**config.mk**
```make
export PLATFORM = sky130hd
export DESIGN_NAME = base64_stream_decoder_flat
export DESIGN_NICKNAME = d
export VERILOG_FILES = /design/src/hdl/b64d_pkg.sv /design/src/hdl/b64d_if.sv /design/src/hdl/base64_stream_decoder.sv /design/src/hdl/b64d_front.sv /design/src/hdl/b64d_queue.sv /design/src/hdl/b64d_back.sv /design/src/flat_wrapper.sv
export SDC_FILE = /design/constraint.sdc
export NUM_CORES = 1
export LEC_CHECK = 0
export ABC_AREA = 1
export BUFFER_PORTS_ARGS = -buffer_cell sky130_fd_sc_hd__buf_2
export CELL_PAD_IN_SITES_DETAIL_PLACEMENT = 1
export CELL_PAD_IN_SITES_GLOBAL_PLACEMENT = 1
export CORE_AREA = 3 3 139 141
export DETAILED_ROUTE_END_ITERATION = 6
export DIE_AREA = 0 0 142 144
export GPL_ROUTABILITY_DRIVEN = 0
export PLACE_DENSITY_LB_ADDON = 0.1
export SLEW_MARGIN = 15
export SYNTH_ARGS = -nofsm -noshare
export SYNTH_HDL_FRONTEND = slang
export SYNTH_SLANG_ARGS = --single-unit
export TNS_END_PERCENT = 1
```
**constraint.sdc**
```tcl
create_clock -name clock -period 8.4 [get_ports clock]
set_input_delay 1.68 -clock clock [delete_from_list [all_inputs] [get_ports clock]]
set_output_delay 1.68 -clock clock [all_outputs]
set_load 0.02 [all_outputs]
```
**src/hdl/b64d_pkg.sv**
```systemverilog
// b64d_pkg: types and constants shared by the base64 stream decoder.
// No dependencies; compiled first.
package b64d_pkg;

   localparam int unsigned CHAR_W              = 8;
   localparam int unsigned CSR_INDEX_W         = 2;
   localparam int unsigned GROUP_W             = 24;
   localparam int unsigned QUEUE_DEPTH_DEFAULT = 4;

   // Reset values of the configurable alphabet codes
   localparam logic [CHAR_W-1:0] CHAR_62_RESET = 8'd43;  // plus sign
   localparam logic [CHAR_W-1:0] CHAR_63_RESET = 8'd47;  // slash
   localparam logic [CHAR_W-1:0] PAD_RESET     = 8'd61;  // equals sign

   // Configuration register indexes
   typedef enum logic [CSR_INDEX_W-1:0] {
      CSR_CHAR_62 = 2'd0,
      CSR_CHAR_63 = 2'd1,
      CSR_PAD     = 2'd2
   } csr_index_type;

   // Status codes of a status result
   typedef enum logic [1:0] {
      STATUS_OK      = 2'd0,
      STATUS_ILLEGAL = 2'd1,
      STATUS_LENGTH  = 2'd2
   } status_type;

   // One unit of work from the front end to the back end:
   // up to three bytes of a group, then an optional status result.
   typedef struct packed {
      logic [GROUP_W-1:0] group;
      logic [1:0]         byte_count;
      logic               has_status;
      status_type         status;
   } job_type;

endpackage

```
**src/hdl/b64d_if.sv**
```systemverilog
// Channel interfaces of the base64 stream decoder: request, response, CSR.
// Depends on b64d_pkg for widths.
interface b64d_req_if import b64d_pkg::*; ();
   logic              valid;
   logic              ready;
   logic [CHAR_W-1:0] char_code;
   logic              end_of_message;

   modport source (output valid, output char_code, output end_of_message, input ready);
   modport sink   (input valid, input char_code, input end_of_message, output ready);
endinterface

interface b64d_rsp_if import b64d_pkg::*; ();
   logic              valid;
   logic              ready;
   logic [CHAR_W-1:0] data_byte;
   logic              is_status;
   logic [1:0]        status;
   logic              last_of_run;

   modport source (output valid, output data_byte, output is_status, output status,
                   output last_of_run, input ready);
   modport sink   (input valid, input data_byte, input is_status, input status,
                   input last_of_run, output ready);
endinterface

interface b64d_csr_if import b64d_pkg::*; ();
   logic                   valid;
   logic                   ready;
   logic [CSR_INDEX_W-1:0] index;
   logic [CHAR_W-1:0]      data;

   modport source (output valid, output index, output data, input ready);
   modport sink   (input valid, input index, input data, output ready);
endinterface

```
**src/hdl/base64_stream_decoder.sv**
```systemverilog
// base64_stream_decoder: top level, front end, job queue and back end.
// Depends on b64d_pkg, b64d_if, b64d_front, b64d_queue, b64d_back.
//
//   channel  | direction | handshake     | payload
//   ---------+-----------+---------------+------------------------------------------
//   req_bus  | in        | valid / ready | char_code[7:0], end_of_message
//   rsp_bus  | out       | valid / ready | data_byte[7:0], is_status, status[1:0],
//            |           |               | last_of_run
//   csr_bus  | in        | valid / ready | index[1:0], data[7:0] (ready always high)
//
// One character is taken per cycle while the job queue has room; a request
// yields zero to four responses, sent one per cycle from the back end while
// rsp_bus takes them. The first response of a request is presented after the
// job is queued, loaded into the back end and written to the output register.
// Reset is synchronous and clears CSRs to their defaults and all group state.
// A stalled response side fills the queue, which then drops req_bus.ready.
module base64_stream_decoder import b64d_pkg::*; #(
   parameter int unsigned QUEUE_DEPTH = QUEUE_DEPTH_DEFAULT
) (
   input  logic          clock,
   input  logic          reset,
   b64d_req_if.sink      req_bus,
   b64d_rsp_if.source    rsp_bus,
   b64d_csr_if.sink      csr_bus
);

   logic    push_valid;
   logic    push_ready;
   job_type push_job;
   logic    pop_valid;
   logic    pop_ready;
   job_type pop_job;

   b64d_front u_front (
      .clock      (clock),
      .reset      (reset),
      .req_bus    (req_bus),
      .csr_bus    (csr_bus),
      .push_valid (push_valid),
      .push_ready (push_ready),
      .push_job   (push_job)
   );

   b64d_queue #(
      .DEPTH (QUEUE_DEPTH)
   ) u_queue (
      .clock      (clock),
      .reset      (reset),
      .push_valid (push_valid),
      .push_ready (push_ready),
      .push_job   (push_job),
      .pop_valid  (pop_valid),
      .pop_ready  (pop_ready),
      .pop_job    (pop_job)
   );

   b64d_back u_back (
      .clock     (clock),
      .reset     (reset),
      .job_valid (pop_valid),
      .job_pop   (pop_ready),
      .job_head  (pop_job),
      .rsp_bus   (rsp_bus)
   );

endmodule

```
**src/hdl/b64d_front.sv**
```systemverilog
// b64d_front: accepts characters, maps them to 6-bit values, builds groups
// and pushes byte/status jobs. Holds the CSRs. Depends on b64d_pkg, b64d_if.
module b64d_front import b64d_pkg::*; (
   input  logic          clock,
   input  logic          reset,
   b64d_req_if.sink      req_bus,
   b64d_csr_if.sink      csr_bus,
   output logic          push_valid,
   input  logic          push_ready,
   output job_type       push_job
);

   logic [CHAR_W-1:0]  c62_ff, c62_in;
   logic [CHAR_W-1:0]  c63_ff, c63_in;
   logic [CHAR_W-1:0]  pad_ff, pad_in;
   logic [GROUP_W-1:0] bits_ff, bits_in;
   logic [1:0]         pos_ff, pos_in;
   logic [1:0]         last_real_ff, last_real_in;
   logic               discard_ff, discard_in;

   logic               accept;
   logic               csr_write;
   logic [CHAR_W-1:0]  code;
   logic               is_pad;
   logic               is_bad;
   logic [5:0]         value;
   logic [CHAR_W-1:0]  offset_code;
   logic [GROUP_W-1:0] new_bits;
   logic [1:0]         new_pos;
   logic [1:0]         new_last;

   assign req_bus.ready = push_ready;
   assign csr_bus.ready = 1'b1;
   assign accept        = req_bus.valid & req_bus.ready;
   assign csr_write     = csr_bus.valid & csr_bus.ready;
   assign code          = req_bus.char_code;

   // CSR writes; an index past the list is dropped
   always_comb begin
      c62_in = c62_ff;
      c63_in = c63_ff;
      pad_in = pad_ff;
      if (csr_write) begin
         unique case (csr_bus.index)
            CSR_CHAR_62: c62_in = csr_bus.data;
            CSR_CHAR_63: c63_in = csr_bus.data;
            CSR_PAD:     pad_in = csr_bus.data;
            default:     ;
         endcase
      end
   end

   // Character map; pad beats 63, 63 beats 62, 62 beats the alphabet
   always_comb begin
      is_pad      = 1'b0;
      is_bad      = 1'b0;
      value       = 6'd0;
      offset_code = '0;
      if (code == pad_ff) begin
         is_pad = 1'b1;
      end else if (code == c63_ff) begin
         value = 6'd63;
      end else if (code == c62_ff) begin
         value = 6'd62;
      end else if (code >= 8'd65 && code <= 8'd90) begin
         offset_code = code - 8'd65;
         value       = offset_code[5:0];
      end else if (code >= 8'd97 && code <= 8'd122) begin
         offset_code = code - 8'd71;
         value       = offset_code[5:0];
      end else if (code >= 8'd48 && code <= 8'd57) begin
         offset_code = code + 8'd4;
         value       = offset_code[5:0];
      end else begin
         is_bad = 1'b1;
      end
   end

   assign new_bits = {bits_ff[GROUP_W-7:0], (is_pad ? 6'd0 : value)};
   assign new_pos  = pos_ff + 2'd1;
   assign new_last = is_pad ? last_real_ff : pos_ff;

   // Group state and job generation
   always_comb begin
      bits_in      = bits_ff;
      pos_in       = pos_ff;
      last_real_in = last_real_ff;
      discard_in   = discard_ff;
      push_valid   = 1'b0;
      push_job     = '{group: '0, byte_count: 2'd0, has_status: 1'b0, status: STATUS_OK};
      if (accept) begin
         if (discard_ff) begin
            // skip the rest of a broken message
            if (req_bus.end_of_message) begin
               discard_in = 1'b0;
            end
         end else if (is_bad) begin
            bits_in             = '0;
            pos_in              = 2'd0;
            last_real_in        = 2'd0;
            discard_in          = ~req_bus.end_of_message;
            push_job.has_status = 1'b1;
            push_job.status     = STATUS_ILLEGAL;
            push_valid          = 1'b1;
         end else begin
            bits_in      = new_bits;
            pos_in       = new_pos;
            last_real_in = new_last;
            // full group: emit bytes up to the last real character
            if (new_pos == 2'd0) begin
               push_job.group      = new_bits;
               push_job.byte_count = new_last;
               bits_in             = '0;
               last_real_in        = 2'd0;
               push_valid          = (new_last != 2'd0);
            end
            if (req_bus.end_of_message) begin
               push_job.has_status = 1'b1;
               push_job.status     = (new_pos != 2'd0) ? STATUS_LENGTH : STATUS_OK;
               bits_in             = '0;
               pos_in              = 2'd0;
               last_real_in        = 2'd0;
               push_valid          = 1'b1;
            end
         end
      end
   end

   always_ff @(posedge clock) begin
      if (reset) begin
         c62_ff       <= CHAR_62_RESET;
         c63_ff       <= CHAR_63_RESET;
         pad_ff       <= PAD_RESET;
         bits_ff      <= '0;
         pos_ff       <= 2'd0;
         last_real_ff <= 2'd0;
         discard_ff   <= 1'b0;
      end else begin
         c62_ff       <= c62_in;
         c63_ff       <= c63_in;
         pad_ff       <= pad_in;
         bits_ff      <= bits_in;
         pos_ff       <= pos_in;
         last_real_ff <= last_real_in;
         discard_ff   <= discard_in;
      end
   end

endmodule

```
**src/hdl/b64d_queue.sv**
```systemverilog
// b64d_queue: small job FIFO between the front and back ends.
// Depends on b64d_pkg for the job type.
module b64d_queue import b64d_pkg::*; #(
   parameter int unsigned DEPTH = QUEUE_DEPTH_DEFAULT
) (
   input  logic    clock,
   input  logic    reset,
   input  logic    push_valid,
   output logic    push_ready,
   input  job_type push_job,
   output logic    pop_valid,
   input  logic    pop_ready,
   output job_type pop_job
);

   localparam int unsigned IDX_W = $clog2(DEPTH);
   localparam int unsigned CNT_W = $clog2(DEPTH + 1);
   localparam logic [IDX_W-1:0] LAST_IDX = IDX_W'(DEPTH - 1);
   localparam logic [CNT_W-1:0] FULL_CNT = CNT_W'(DEPTH);

   job_type          entry_ff [DEPTH];
   logic [IDX_W-1:0] wr_ptr_ff, wr_ptr_in;
   logic [IDX_W-1:0] rd_ptr_ff, rd_ptr_in;
   logic [CNT_W-1:0] count_ff, count_in;
   logic             do_push;
   logic             do_pop;

   assign push_ready = (count_ff != FULL_CNT);
   assign pop_valid  = (count_ff != '0);
   assign pop_job    = entry_ff[rd_ptr_ff];
   assign do_push    = push_valid & push_ready;
   assign do_pop     = pop_valid & pop_ready;

   // Pointer wrap and occupancy
   always_comb begin
      wr_ptr_in = wr_ptr_ff;
      rd_ptr_in = rd_ptr_ff;
      count_in  = count_ff;
      if (do_push) begin
         wr_ptr_in = (wr_ptr_ff == LAST_IDX) ? '0 : wr_ptr_ff + 1'b1;
      end
      if (do_pop) begin
         rd_ptr_in = (rd_ptr_ff == LAST_IDX) ? '0 : rd_ptr_ff + 1'b1;
      end
      if (do_push && !do_pop) begin
         count_in = count_ff + 1'b1;
      end else if (do_pop && !do_push) begin
         count_in = count_ff - 1'b1;
      end
   end

   always_ff @(posedge clock) begin
      if (reset) begin
         wr_ptr_ff <= '0;
         rd_ptr_ff <= '0;
         count_ff  <= '0;
      end else begin
         wr_ptr_ff <= wr_ptr_in;
         rd_ptr_ff <= rd_ptr_in;
         count_ff  <= count_in;
      end
   end

   always_ff @(posedge clock) begin
      if (do_push) begin
         entry_ff[wr_ptr_ff] <= push_job;
      end
   end

endmodule

```
**src/hdl/b64d_back.sv**
```systemverilog
// b64d_back: takes jobs from the queue and sends their bytes and status
// one response per cycle while rsp_bus takes them, via an output register. Depends on b64d_pkg, b64d_if.
module b64d_back import b64d_pkg::*; (
   input  logic          clock,
   input  logic          reset,
   input  logic          job_valid,
   output logic          job_pop,
   input  job_type       job_head,
   b64d_rsp_if.source    rsp_bus
);

   job_type           cur_ff, cur_in;
   logic              cur_valid_ff, cur_valid_in;
   logic [1:0]        idx_ff, idx_in;
   logic              rsp_valid_ff, rsp_valid_in;
   logic [CHAR_W-1:0] data_ff;
   logic              is_status_ff;
   status_type        status_ff;
   logic              last_ff;

   logic              out_free;
   logic              emit;
   logic              last_now;
   logic              is_byte;
   logic [2:0]        total;
   logic [CHAR_W-1:0] byte_sel;

   assign out_free = ~rsp_valid_ff | rsp_bus.ready;
   assign emit     = cur_valid_ff & out_free;
   assign total    = {1'b0, cur_ff.byte_count} + {2'b00, cur_ff.has_status};
   assign last_now = (({1'b0, idx_ff} + 3'd1) == total);
   assign is_byte  = (idx_ff < cur_ff.byte_count);
   assign job_pop  = job_valid & (~cur_valid_ff | (emit & last_now));

   // Bytes leave most significant first
   always_comb begin
      case (idx_ff)
         2'd0:    byte_sel = cur_ff.group[23:16];
         2'd1:    byte_sel = cur_ff.group[15:8];
         default: byte_sel = cur_ff.group[7:0];
      endcase
   end

   // Current job and output slot control
   always_comb begin
      cur_in       = cur_ff;
      cur_valid_in = cur_valid_ff;
      idx_in       = idx_ff;
      rsp_valid_in = rsp_valid_ff;
      if (job_pop) begin
         cur_in       = job_head;
         cur_valid_in = 1'b1;
         idx_in       = 2'd0;
      end else if (emit && last_now) begin
         cur_valid_in = 1'b0;
      end else if (emit) begin
         idx_in = idx_ff + 2'd1;
      end
      if (emit) begin
         rsp_valid_in = 1'b1;
      end else if (rsp_bus.ready) begin
         rsp_valid_in = 1'b0;
      end
   end

   always_ff @(posedge clock) begin
      if (reset) begin
         cur_valid_ff <= 1'b0;
         idx_ff       <= 2'd0;
         rsp_valid_ff <= 1'b0;
      end else begin
         cur_valid_ff <= cur_valid_in;
         idx_ff       <= idx_in;
         rsp_valid_ff <= rsp_valid_in;
      end
   end

   // Payload registers
   always_ff @(posedge clock) begin
      cur_ff <= cur_in;
      if (emit) begin
         data_ff      <= is_byte ? byte_sel : '0;
         is_status_ff <= ~is_byte;
         status_ff    <= is_byte ? STATUS_OK : cur_ff.status;
         last_ff      <= last_now;
      end
   end

   assign rsp_bus.valid       = rsp_valid_ff;
   assign rsp_bus.data_byte   = data_ff;
   assign rsp_bus.is_status   = is_status_ff;
   assign rsp_bus.status      = status_ff;
   assign rsp_bus.last_of_run = last_ff;

endmodule
```
**src/flat_wrapper.sv**
```systemverilog
// flat-port wrapper written by rule: the top's interface ports become plain ports
module base64_stream_decoder_flat import b64d_pkg::*;
#(
   parameter int unsigned QUEUE_DEPTH = QUEUE_DEPTH_DEFAULT
)
  (clock, reset, req_bus_valid, req_bus_char_code, req_bus_end_of_message, req_bus_ready, rsp_bus_valid, rsp_bus_data_byte, rsp_bus_is_status, rsp_bus_status, rsp_bus_last_of_run, rsp_bus_ready, csr_bus_valid, csr_bus_index, csr_bus_data, csr_bus_ready);
  b64d_req_if req_bus_i ();
  b64d_rsp_if rsp_bus_i ();
  b64d_csr_if csr_bus_i ();
  input  logic clock;
  input  logic reset;
  input wire logic [$bits(req_bus_i.valid)-1:0] req_bus_valid;
  input wire logic [$bits(req_bus_i.char_code)-1:0] req_bus_char_code;
  input wire logic [$bits(req_bus_i.end_of_message)-1:0] req_bus_end_of_message;
  output wire logic [$bits(req_bus_i.ready)-1:0] req_bus_ready;
  output wire logic [$bits(rsp_bus_i.valid)-1:0] rsp_bus_valid;
  output wire logic [$bits(rsp_bus_i.data_byte)-1:0] rsp_bus_data_byte;
  output wire logic [$bits(rsp_bus_i.is_status)-1:0] rsp_bus_is_status;
  output wire logic [$bits(rsp_bus_i.status)-1:0] rsp_bus_status;
  output wire logic [$bits(rsp_bus_i.last_of_run)-1:0] rsp_bus_last_of_run;
  input wire logic [$bits(rsp_bus_i.ready)-1:0] rsp_bus_ready;
  input wire logic [$bits(csr_bus_i.valid)-1:0] csr_bus_valid;
  input wire logic [$bits(csr_bus_i.index)-1:0] csr_bus_index;
  input wire logic [$bits(csr_bus_i.data)-1:0] csr_bus_data;
  output wire logic [$bits(csr_bus_i.ready)-1:0] csr_bus_ready;
  assign req_bus_i.valid = req_bus_valid;
  assign req_bus_i.char_code = req_bus_char_code;
  assign req_bus_i.end_of_message = req_bus_end_of_message;
  assign req_bus_ready = req_bus_i.ready;
  assign rsp_bus_valid = rsp_bus_i.valid;
  assign rsp_bus_data_byte = rsp_bus_i.data_byte;
  assign rsp_bus_is_status = rsp_bus_i.is_status;
  assign rsp_bus_status = rsp_bus_i.status;
  assign rsp_bus_last_of_run = rsp_bus_i.last_of_run;
  assign rsp_bus_i.ready = rsp_bus_ready;
  assign csr_bus_i.valid = csr_bus_valid;
  assign csr_bus_i.index = csr_bus_index;
  assign csr_bus_i.data = csr_bus_data;
  assign csr_bus_ready = csr_bus_i.ready;
  base64_stream_decoder #(.QUEUE_DEPTH(QUEUE_DEPTH)) u_core (.clock(clock), .reset(reset), .req_bus(req_bus_i), .rsp_bus(rsp_bus_i), .csr_bus(csr_bus_i));
endmodule
```
# Yosys cells after proc, flatten, opt, wreduce, memory -nomap -nowiden
# Memory sizes are Yosys's and may differ from the RTL's. A register that Yosys moved wholly into a read port is not among the register bits.
# Index checks and enable logic that the tools add are counted.
[classes]
addsub = 11
n_lt_le_gt_ge = 7
n_eq_ne = 10
muxes = 49
bitwise_logic = 14
reduce_logical = 23
[ops]
columns = ["cell", "count"]
rows = [
  ["$mux W29", 2],
  ["$mux W18", 3],
  ["$mux W26", 2],
  ["$mux W6", 7],
  ["$eq A8 B8 Y1", 3],
  ["$mux W1", 21],
  ["$mux W2", 9],
  ["$ge A8 B7 Y1 const B", 2],
  ["$le A8 B7 Y1 const B", 2],
  ["$pmux W8 S2", 1],
  ["$mux W3", 4],
  ["$reduce_and A2 Y1", 5],
  ["$reduce_bool A2 Y1", 5],
  ["$add A2 B1 Y2 const B", 4],
  ["$ge A8 B6 Y1 const B", 1],
  ["$le A8 B6 Y1 const B", 1],
  ["$add A6 B3 Y6 const B", 1],
  ["$and A1 B1 Y1", 6],
  ["$eq A2 B2 Y1 const B", 3],
  ["$logic_and A1 B1 Y1", 6],
  ["$logic_not A2 Y1", 3],
  ["$not A1 Y1", 6],
  ["$sub A6 B1 Y6 const B", 1],
  ["$sub A6 B3 Y6 const B", 1],
  ["other kinds (12)", 15],
]
[word_totals]
ff_bits = 70
ram_bits = 116
in_bits = 24
output_inout_bits = 15
wordCells = 132
n_memories = 1
[mem_list]
columns = ["name", "depth", "width", "rd", "rd_ports_with_merged_regs", "write_ports", "line", "rtl"]
rows = [
  ["u_core.u_queue.entry_ff", 4, 29, 1, 1, 1, "b64d_queue.sv:21", "job_type entry_ff [DEPTH];"],
]

# Logic depth before layout (Yosys ltp)
# Gate-level depths: netlist of the first run.
[logic_depth]
ltp_word = 16
ltp_mapped = 20
depth_no_buf = 19

# By module
# From an unflattened synthesis of the first run, not the netlist that was laid out.
[hier_totals]
cells_unflattened = 965
hier_area_um2 = 9942.0
[modules_own_cells]
columns = ["mod", "n_inst", "cells_each", "area_per_inst_um2", "seq_area_each_um2"]
rows = [
  ["b64d_queue", 1, 350, 5107.4, 3663.5],
  ["b64d_front", 1, 484, 3066.7, 940.9],
  ["b64d_back", 1, 131, 1767.9, 1311.3],
]

# Worst setup path after synthesis of the first run
# No wires, ideal clock.
[synth_timing]
path_kind = "input -> register"
from = "input port req_bus_char_code[2]"
to = "memory u_core.u_queue.entry_ff[0][0] in the netlist's numbering (enable)"
setup_time_ns = 0.460
arrival_ns = 5.027
required_ns = 7.940
setup_slack_ns = 2.913
cell_stages = 13
n_path_buf = 1
cell_sequence = "buf_6 inv_4 ha_1 nand2_1 nand2_1 nand2_1 nor2_1 nor2_1 a21oi_2 nand3_4 nand2_2 nand2_4 a21boi_0"
[synth_between]
elab_chain_cells = 14
word_cells_on_any_way = 29
cone_classes = "order compare: 6; eq/ne: 3; mux: 15; bitwise: 1; reduce/logical: 4"
[synth_rtl]
columns = ["element", "line", "rtl"]
rows = [
  ["start: declaration", "flat_wrapper.sv:13", "input wire logic [$bits(req_bus_i.char_code)-1:0] req_bus_char_code;"],
  ["$ge A8 B6 Y1 or $le A8 B6 Y1 (tied branches)", "b64d_front.sv:71", "end else if (code >= 8'd48 && code <= 8'd57) begin"],
  ["$logic_and A1 B1 Y1", "b64d_front.sv:71", ""],
  ["$mux W1", "b64d_front.sv:71", ""],
  ["$mux W1", "b64d_front.sv:68", "end else if (code >= 8'd97 && code <= 8'd122) begin"],
  ["$mux W1", "b64d_front.sv:65", "end else if (code >= 8'd65 && code <= 8'd90) begin"],
  ["$mux W1", "b64d_front.sv:63", "end else if (code == c62_ff) begin"],
  ["$mux W1", "b64d_front.sv:61", "end else if (code == c63_ff) begin"],
  ["$mux W1", "b64d_front.sv:59", "if (code == pad_ff) begin"],
  ["$mux W1 (*)", "b64d_front.sv:97", "end else if (is_bad) begin"],
  ["$mux W1 (*)", "b64d_front.sv:92", "if (discard_ff) begin"],
  ["$mux W1 (*)", "b64d_front.sv:91", "if (accept) begin"],
  ["$and A1 B1 Y1 (*)", "b64d_queue.sv:31", "assign do_push = push_valid & push_ready;"],
  ["$mux W1 (*)", "b64d_queue.sv:65", "if (do_push) begin"],
  ["$mux W1 (implied by the code) (*)", "b64d_queue.sv:66", "entry_ff[wr_ptr_ff] <= push_job;"],
  ["end: declaration", "b64d_queue.sv:21", ""],
]
# Every way passes the cells marked *; elsewhere a longest branch is shown, timed or not.

# Final worst setup path of the first run
[layout_timing]
from = "input port req_bus_char_code[2]"
to = "register u_core.u_queue.count_ff[2]"
[layout_between]
elab_chain_cells = 15
word_cells_on_any_way = 32
cone_classes = "order compare: 6; eq/ne: 3; mux: 14; bitwise: 1; reduce/logical: 8"
[layout_rtl]
columns = ["element", "line", "rtl"]
rows = [
  ["$ge A8 B6 Y1 or $le A8 B6 Y1 (tied branches)", "b64d_front.sv:71", ""],
  ["$logic_and A1 B1 Y1", "b64d_front.sv:71", ""],
  ["$mux W1", "b64d_front.sv:71", ""],
  ["$mux W1", "b64d_front.sv:68", ""],
  ["$mux W1", "b64d_front.sv:65", ""],
  ["$mux W1", "b64d_front.sv:63", ""],
  ["$mux W1", "b64d_front.sv:61", ""],
  ["$mux W1", "b64d_front.sv:59", ""],
  ["$mux W1 (*)", "b64d_front.sv:97", ""],
  ["$mux W1 (*)", "b64d_front.sv:92", ""],
  ["$mux W1 (*)", "b64d_front.sv:91", ""],
  ["$and A1 B1 Y1 (*)", "b64d_queue.sv:31", ""],
  ["via u_core.u_queue.do_push", "b64d_queue.sv:25", "logic do_push;"],
  ["$logic_not A1 Y1", "b64d_queue.sv:47", "end else if (do_pop && !do_push) begin"],
  ["$logic_and A1 B1 Y1", "b64d_queue.sv:47", ""],
  ["$reduce_bool A2 Y1 (no source line)", "-", ""],
  ["end signal: assignment", "b64d_queue.sv:60", "count_ff <= count_in;"],
  ["end: declaration", "b64d_queue.sv:24", "logic [CNT_W-1:0] count_ff, count_in;"],
]
# Mark *: on every way through the listed nets, which the timed path passes. The rest lies on a longest branch.
# A chain may end at the register's enable or synchronous reset.

==> results.json, run 1 <==
{
  "fin_tns_setup_ps": 0,
  "start_util": 0.527,
  "hold_depth": 2,
  "dieHeight_um": 144,
  "n_antenna_cell": 0,
  "peakVddDrop_v": 0.000166,
  "ant_nets": 0,
  "cts_setup_buffers": 0,
  "yosys_register_bits": 215,
  "fin_skew_ps": 14.9,
  "setup_violations": 0,
  "finalWirelength_um": 25000,
  "yosys_warnings": 0,
  "placed_cell_area_um2": 9860,
  "regArea_um2": 5880,
  "power_mw": 3.34,
  "start_kind": "primary input",
  "vias_per_cell": 5.66,
  "fillers": 1983,
  "path_cells": "buf_2 -> inv_4 -> ha_1 -> nand2_1 -> nand2_1 -> nand2_1 -> nor2_1 -> nor2_1 -> a21oi_2 -> nand3_4 -> nand2_2 -> nand2_4 -> nand2_4 -> ha_1 -> inv_1 -> fa_1 -> a21oi_1 -> o21ai_0 -> o21ai_0 -> a21oi_1",
  "clockRootBuffer": "clkbuf_16",
  "p_per_area_nw_per_um2": 314,
  "multi_input_area_um2": 3080,
  "core-area_um2": 18100,
  "clkLatencyLatePin_ps": 530,
  "worstSetupPathType": "primary input to flip-flop",
  "power_frac_comb": 0.257,
  "die_x_um": 142,
  "hpwl_um": 16800,
  "setup.worst_path.end_class": "flip-flop",
  "cts_buffer_depth": 3,
  "grt_max_degree": 62,
  "r2r_cells": 16,
  "avgSynthCellArea_um2": 10.1,
  "path_clk_slew_ps": 60,
  "slew_viol_final": 0,
  "nNetsFinal": 1023,
  "worstMarginPinSlew_ps": 1100,
  "switching_share": 0.331,
  "antenna_found_initial": 0,
  "fin_util": 0.588,
  "p_clk_frac": 0.305,
  "vias": 6920,
  "final_area_um2": 10600,
  "drt_pre_antenna_iters": 5,
  "cts_resized": 0,
  "cts_hold_buffers": 0,
  "cts_sinks": 215,
  "crit_path_top_delay_cell": "fa_1",
  "first_iter_violations": 482,
  "synth-async-reset-ratio": 0,
  "critical_path_required_ps": 8810,
  "p_sw_mw": 1.10,
  "ys.flop_type": "edfxtp_1",
  "internal-power_mw": 2.23,
  "numCtsBuffers": 23,
  "seq_power_share": 0.438,
  "grt_pass1_vias": 7478,
  "syn_inst": 947,
  "rows": 49,
  "status": "finished clean",
  "synth-edff-count": 157,
  "fin_crit_sh": 0.524,
  "cpPeakStageDelay_ps": 450,
  "mostFrequentLayoutCell": "nand2_1",
  "htreeDepth": 1,
  "cp_max_fo": 18,
  "hold_class": "flip-flop to flip-flop",
  "slew_headroom": 0.267,
  "hold_slack_ps": 475,
  "cts_tree": "built",
  "seq_area_frac_synth": 0.616,
  "grt_usage": 0.251,
  "cp.arrival_ps": 4810,
  "timing.fmax_mhz": 227,
  "mappedNetlistArea_um2": 9540,
  "syn2layout_area_growth_pct": 11.4,
  "fp.dieArea_um2": 20400,
  "route.detailed.drc": 0,
  "final_cell_mix": "nand2_1 (179), edfxtp_1 (157), nor2_1 (130)",
  "grt_pass1_wl_um": 40300,
  "rsz0062_at_grt": "no",
  "place.port_buffers": 37,
  "timing.final.hold_violations": 0,
  "ios": 39,
  "synth.distinct_cells": 42,
  "leakage_nw": 4.09,
  "layout-drive-gt1-share": 0.123,
  "max_cap_violations": 0,
  "overflow": 0,
  "wl_per_cell_um": 20.5,
  "synthesis.nets": 994,
  "cpMostUsedCell": "nand2_1",
  "fin_crit_ps": 4400
}
## registers in the layout (all words and copies together), names as in the netlist, 3 cells and up
name	cells
u_core.u_front.c62_ff	8
u_core.u_queue.count_ff	3
u_core.u_front.bits_ff	18
u_core.u_front.pad_ff	8
u_core.u_front.c63_ff	8
u_core.u_back.rsp_bus.data_byte	8
u_core.u_queue.entry_ff	116
u_core.u_back.cur_ff	29
## worst max-delay path, delay by kind of cell
family                     cells  cell delay (ps)
and+or+nand+nor                9             1130
adders and majority gates      3              850
AOI/OAI and AO/OA              5              720
buffers and inverters          3              390
## per-stage QoR
stage,setup slack (ps),cells
final,4000,1222
after global routing,3790,1222
after CTS,4050,1222
after detailed placement,3510,1180
after global placement,3810,1180
after floorplan,2910,947
## path summary, 6_finish.rpt
check                                                 from                          end  slack (ps)
worst max register to register     u_core.u_back.idx_ff[0]   u_core.u_queue.count_ff[2]        4960
worst min-delay path            u_core.u_back.cur_valid_ff  u_core.u_back.rsp_bus.valid         480
worst min register to register  u_core.u_back.cur_valid_ff  u_core.u_back.rsp_bus.valid         480
worst max-delay path                  req_bus_char_code[2]   u_core.u_queue.count_ff[2]        4000
## cell type report
cell class,instances,area share
Sequential cell,215,0.553
Multi-Input combinational cell,594,0.289
Clock buffer,35,0.0622
Inverter,96,0.0351
Tap cell,229,0.0270
Timing Repair Buffer,46,0.0238
Clock inverter,7,0.00965
## per-layer routing
layer	share of wire	GRT usage	vias to the layer above
li1	-	-	3270
met1	0.42	0.319	3447
met2	0.52	0.455	169
met3	0.048	0.0347	34
met4	0.017	0.0611	0
met5	0	0	-
## cell families after synthesis
group | share of synthesized area
AO/OA/AOI/OAI | 0.110
AND/OR/NAND/NOR | 0.170
other | 0.000393
flip-flops | 0.616
XOR/XNOR | 0.0101
buffers and inverters | 0.0631
adder cells (fa/ha/maj) | 0.0310
## power by group through the flow
stage                     Clock (mW)  Sequential (mW)  Combinational, mW
after detailed placement           0             1.49              0.852
after floorplan                    0             1.51              0.514
after global placement             0             1.47              0.791
after CTS                       1.03             1.47              0.864
after global routing            1.08             1.48              0.954
final                           1.02             1.46              0.858
## Yosys cell counts (all sizes together) (8+ instances only)
cell	count	area share
nor2	143	0.063
o211ai	13	0.010
a21oi	38	0.020
dfxtp	58	0.12
nand3	17	0.012
nand4	17	0.013
clkbuf	26	0.010
a31oi	8	0.0052
o21ai	86	0.046
o22ai	30	0.020
ha	22	0.029
nand2	189	0.079
edfxtp	157	0.49
xor2	8	0.0073
inv	94	0.038
buf	16	0.014
Power figures use the tool's default switching activity.
==> inputs of run 2 (changes only) <==
--- a/config.mk
+++ b/config.mk
@@ -9,9 +9,9 @@
 export BUFFER_PORTS_ARGS = -buffer_cell sky130_fd_sc_hd__buf_2
 export CELL_PAD_IN_SITES_DETAIL_PLACEMENT = 1
 export CELL_PAD_IN_SITES_GLOBAL_PLACEMENT = 1
-export CORE_AREA = 3 3 139 141
+export CORE_AREA = 3 3 144 146
 export DETAILED_ROUTE_END_ITERATION = 6
-export DIE_AREA = 0 0 142 144
+export DIE_AREA = 0 0 147 149
 export GPL_ROUTABILITY_DRIVEN = 0
 export PLACE_DENSITY_LB_ADDON = 0.1
 export SLEW_MARGIN = 15
==> constraint.sdc (replaced) <==
create_clock -name clock -period 4.4 [get_ports clock]
set_input_delay 0.88 -clock clock [delete_from_list [all_inputs] [get_ports clock]]
set_output_delay 0.88 -clock clock [all_outputs]
set_load 0.02 [all_outputs]
==> results.json, run 2 (synthesis results as in run 1) <==
{
  "grt_pass1_wl_um": 38800,
  "grt_usage": 0.224,
  "vias": 6798,
  "cts_tree": "built",
  "hpwl_um": 16100,
  "cp.arrival_ps": 3580,
  "p_per_area_nw_per_um2": 587,
  "place.port_buffers": 37,
  "grt_pass1_vias": 7215,
  "fp.dieArea_um2": 21900,
  "leakage_nw": 4.13,
  "ios": 39,
  "drt_pre_antenna_iters": 5,
  "start_util": 0.488,
  "wl_per_cell_um": 19.2,
  "slew_headroom": 0.298,
  "vias_per_cell": 5.38,
  "reg_top3": "u_core.u_queue.entry_ff x116, u_core.u_back.cur_ff x29, u_core.u_front.bits_ff x18",
  "largest_register": "u_core.u_queue.entry_ff",
  "setup.worst_path.end_class": "flip-flop",
  "seq_power_share": 0.443,
  "place_inst": 1222,
  "internal-power_mw": 4.24,
  "hold_class": "flip-flop to flip-flop",
  "r2r-start": "u_core.u_back.cur_ff[2]",
  "ant_nets": 0,
  "cts_sinks": 215,
  "final_area_um2": 10700,
  "cts_hold_buffers": 0,
  "worstMarginPinSlew_ps": 1040,
  "path_cells": "buf_2 -> inv_4 -> ha_1 -> nand2_1 -> nand2_1 -> nand2_1 -> nor2_1 -> nor2_1 -> a21oi_2 -> nand3_4 -> nand2_2 -> nand2_4 -> nand2_4 -> ha_1 -> inv_1 -> fa_1 -> a21oi_1 -> o21ai_0 -> o21ai_0 -> a21oi_1",
  "setup_ws_ps": 1220,
  "n_antenna_cell": 0,
  "syn2layout_area_growth_pct": 12.6,
  "peakVddDrop_v": 0.000352,
  "clockRootBuffer": "clkbuf_16",
  "cpMostUsedCell": "nand2_1",
  "p_sw_mw": 2.07,
  "path_clk_slew_ps": 60,
  "mostFrequentLayoutCell": "nand2_1",
  "first_iter_violations": 364,
  "placed_cell_area_um2": 9990,
  "cp_max_fo": 11,
  "antenna_found_initial": 0,
  "max_cap_violations": 0,
  "power_frac_comb": 0.255,
  "worst-path-buf-inv": 3,
  "worstSetupPathType": "primary input to flip-flop",
  "hold_depth": 2,
  "nNetsFinal": 1029,
  "start_kind": "primary input",
  "fin_skew_ps": 14.3,
  "fin_crit_ps": 3180,
  "cp_top_family": "simple AND/OR/NAND/NOR gates",
  "critical_path_required_ps": 4800,
  "cpPeakStageDelay_ps": 440,
  "status": "finished clean",
  "rows": 51,
  "overflow": 0,
  "route.detailed.drc": 0,
  "post-place-ws_ps": 702,
  "fin_util": 0.550,
  "core-area_um2": 19500,
  "finalWirelength_um": 24300,
  "crit_path_top_delay_cell": "fa_1",
  "layout-drive-gt1-share": 0.130,
  "p_clk_frac": 0.302,
  "worstReg2RegEnd": "u_core.u_queue.count_ff[2]",
  "die_x_um": 147,
  "fin_crit_sh": 0.723,
  "setup_violations": 0,
  "switching_share": 0.328,
  "r2r_slack_ps": 1490,
  "timing.final.hold_violations": 0,
  "numCtsBuffers": 23,
  "rsz0062_at_grt": "no",
  "hold_end": "u_core.u_front.bits_ff[14]",
  "cts_buffer_depth": 3,
  "clkLatencyLatePin_ps": 520,
  "r2r_cells": 15,
  "layout.cells.non_filler": 1264,
  "slew_viol_final": 0,
  "cts_resized": 0,
  "htreeDepth": 1,
  "cts_setup_buffers": 0,
  "min_from": "u_core.u_front.bits_ff[14]",
  "largest_register_ffs": 116,
  "timing.fmax_mhz": 315,
  "dieHeight_um": 149,
  "grt_max_degree": 61,
  "final_cell_mix": "nand2_1 (179), edfxtp_1 (157), nor2_1 (129)"
}
==> run 2: cell count changes in the layout (fill, tap and decap cells not counted), sizes merged <==
cell,before,now
inv,95,96
clkbuf,35,30
buf,46,52
clkinv,6,10
==> run 2: per-layer routing <==
layer,track usage,part of all wire
met5,0,0
met4,0.0582,0.017
met3,0.0249,0.038
met2,0.392,0.50
met1,0.299,0.45
==> run 2: stage by stage <==
| step | TNS [ps] | total power [mW] | hold WS, ps |
|---|---|---|---|
| floorplan | -24980 | 3.86 | 443 |
| global placement | 0 | 4.38 | 454 |
| detailed placement | 0 | 4.46 | 460 |
| CTS | 0 | 6.39 | 469 |
| global route | 0 | 6.66 | 489 |
| finish | 0 | 6.31 | 466 |
==> run 2: how the worst max path moves through the flow <==
stage                          from                            end  cells past startpoint
4_1_cts        req_bus_char_code[2]     u_core.u_queue.count_ff[2]                     20
2_1_floorplan  req_bus_char_code[2]  u_core.u_queue.entry_ff[0][0]                     13
3_5_place_dp   req_bus_char_code[2]     u_core.u_queue.count_ff[2]                     20
3_3_place_gp   req_bus_char_code[2]     u_core.u_queue.count_ff[2]                     20
6_report       req_bus_char_code[2]     u_core.u_queue.count_ff[2]                     20
5_1_grt        req_bus_char_code[2]     u_core.u_queue.count_ff[2]                     20
==> run 2: area by class of cell <==
class / count / area (µm²)
fill: 2197 / 8790
timing repair buffer: 52 / 298
tap: 265 / 332
multi-input combinational: 594 / 3110
sequential: 215 / 5880
clock buffer: 30 / 622
clock inverter: 12 / 125
inverter: 96 / 373
==> run 2: worst reg2reg max path, delay by kind of cell (launching register included) <==
family                     cells  cell delay [ps]
buffers and inverters          3              330
adders and majority gates      4             1140
and+or+nand+nor                2              200
AOI/OAI and AO/OA              5              590
xor gates and xnor gates       1              130
DFF                            1              400
==> run 2: power groups by stage <==
stage | registers, mW | clock network [mW] | logic (mW)
finish | 2.79 | 1.91 | 1.61
detailed placement | 2.84 | 0 | 1.62
CTS | 2.80 | 1.95 | 1.64
global route | 2.82 | 2.03 | 1.81
floorplan | 2.88 | 0 | 0.982
global placement | 2.82 | 0 | 1.55
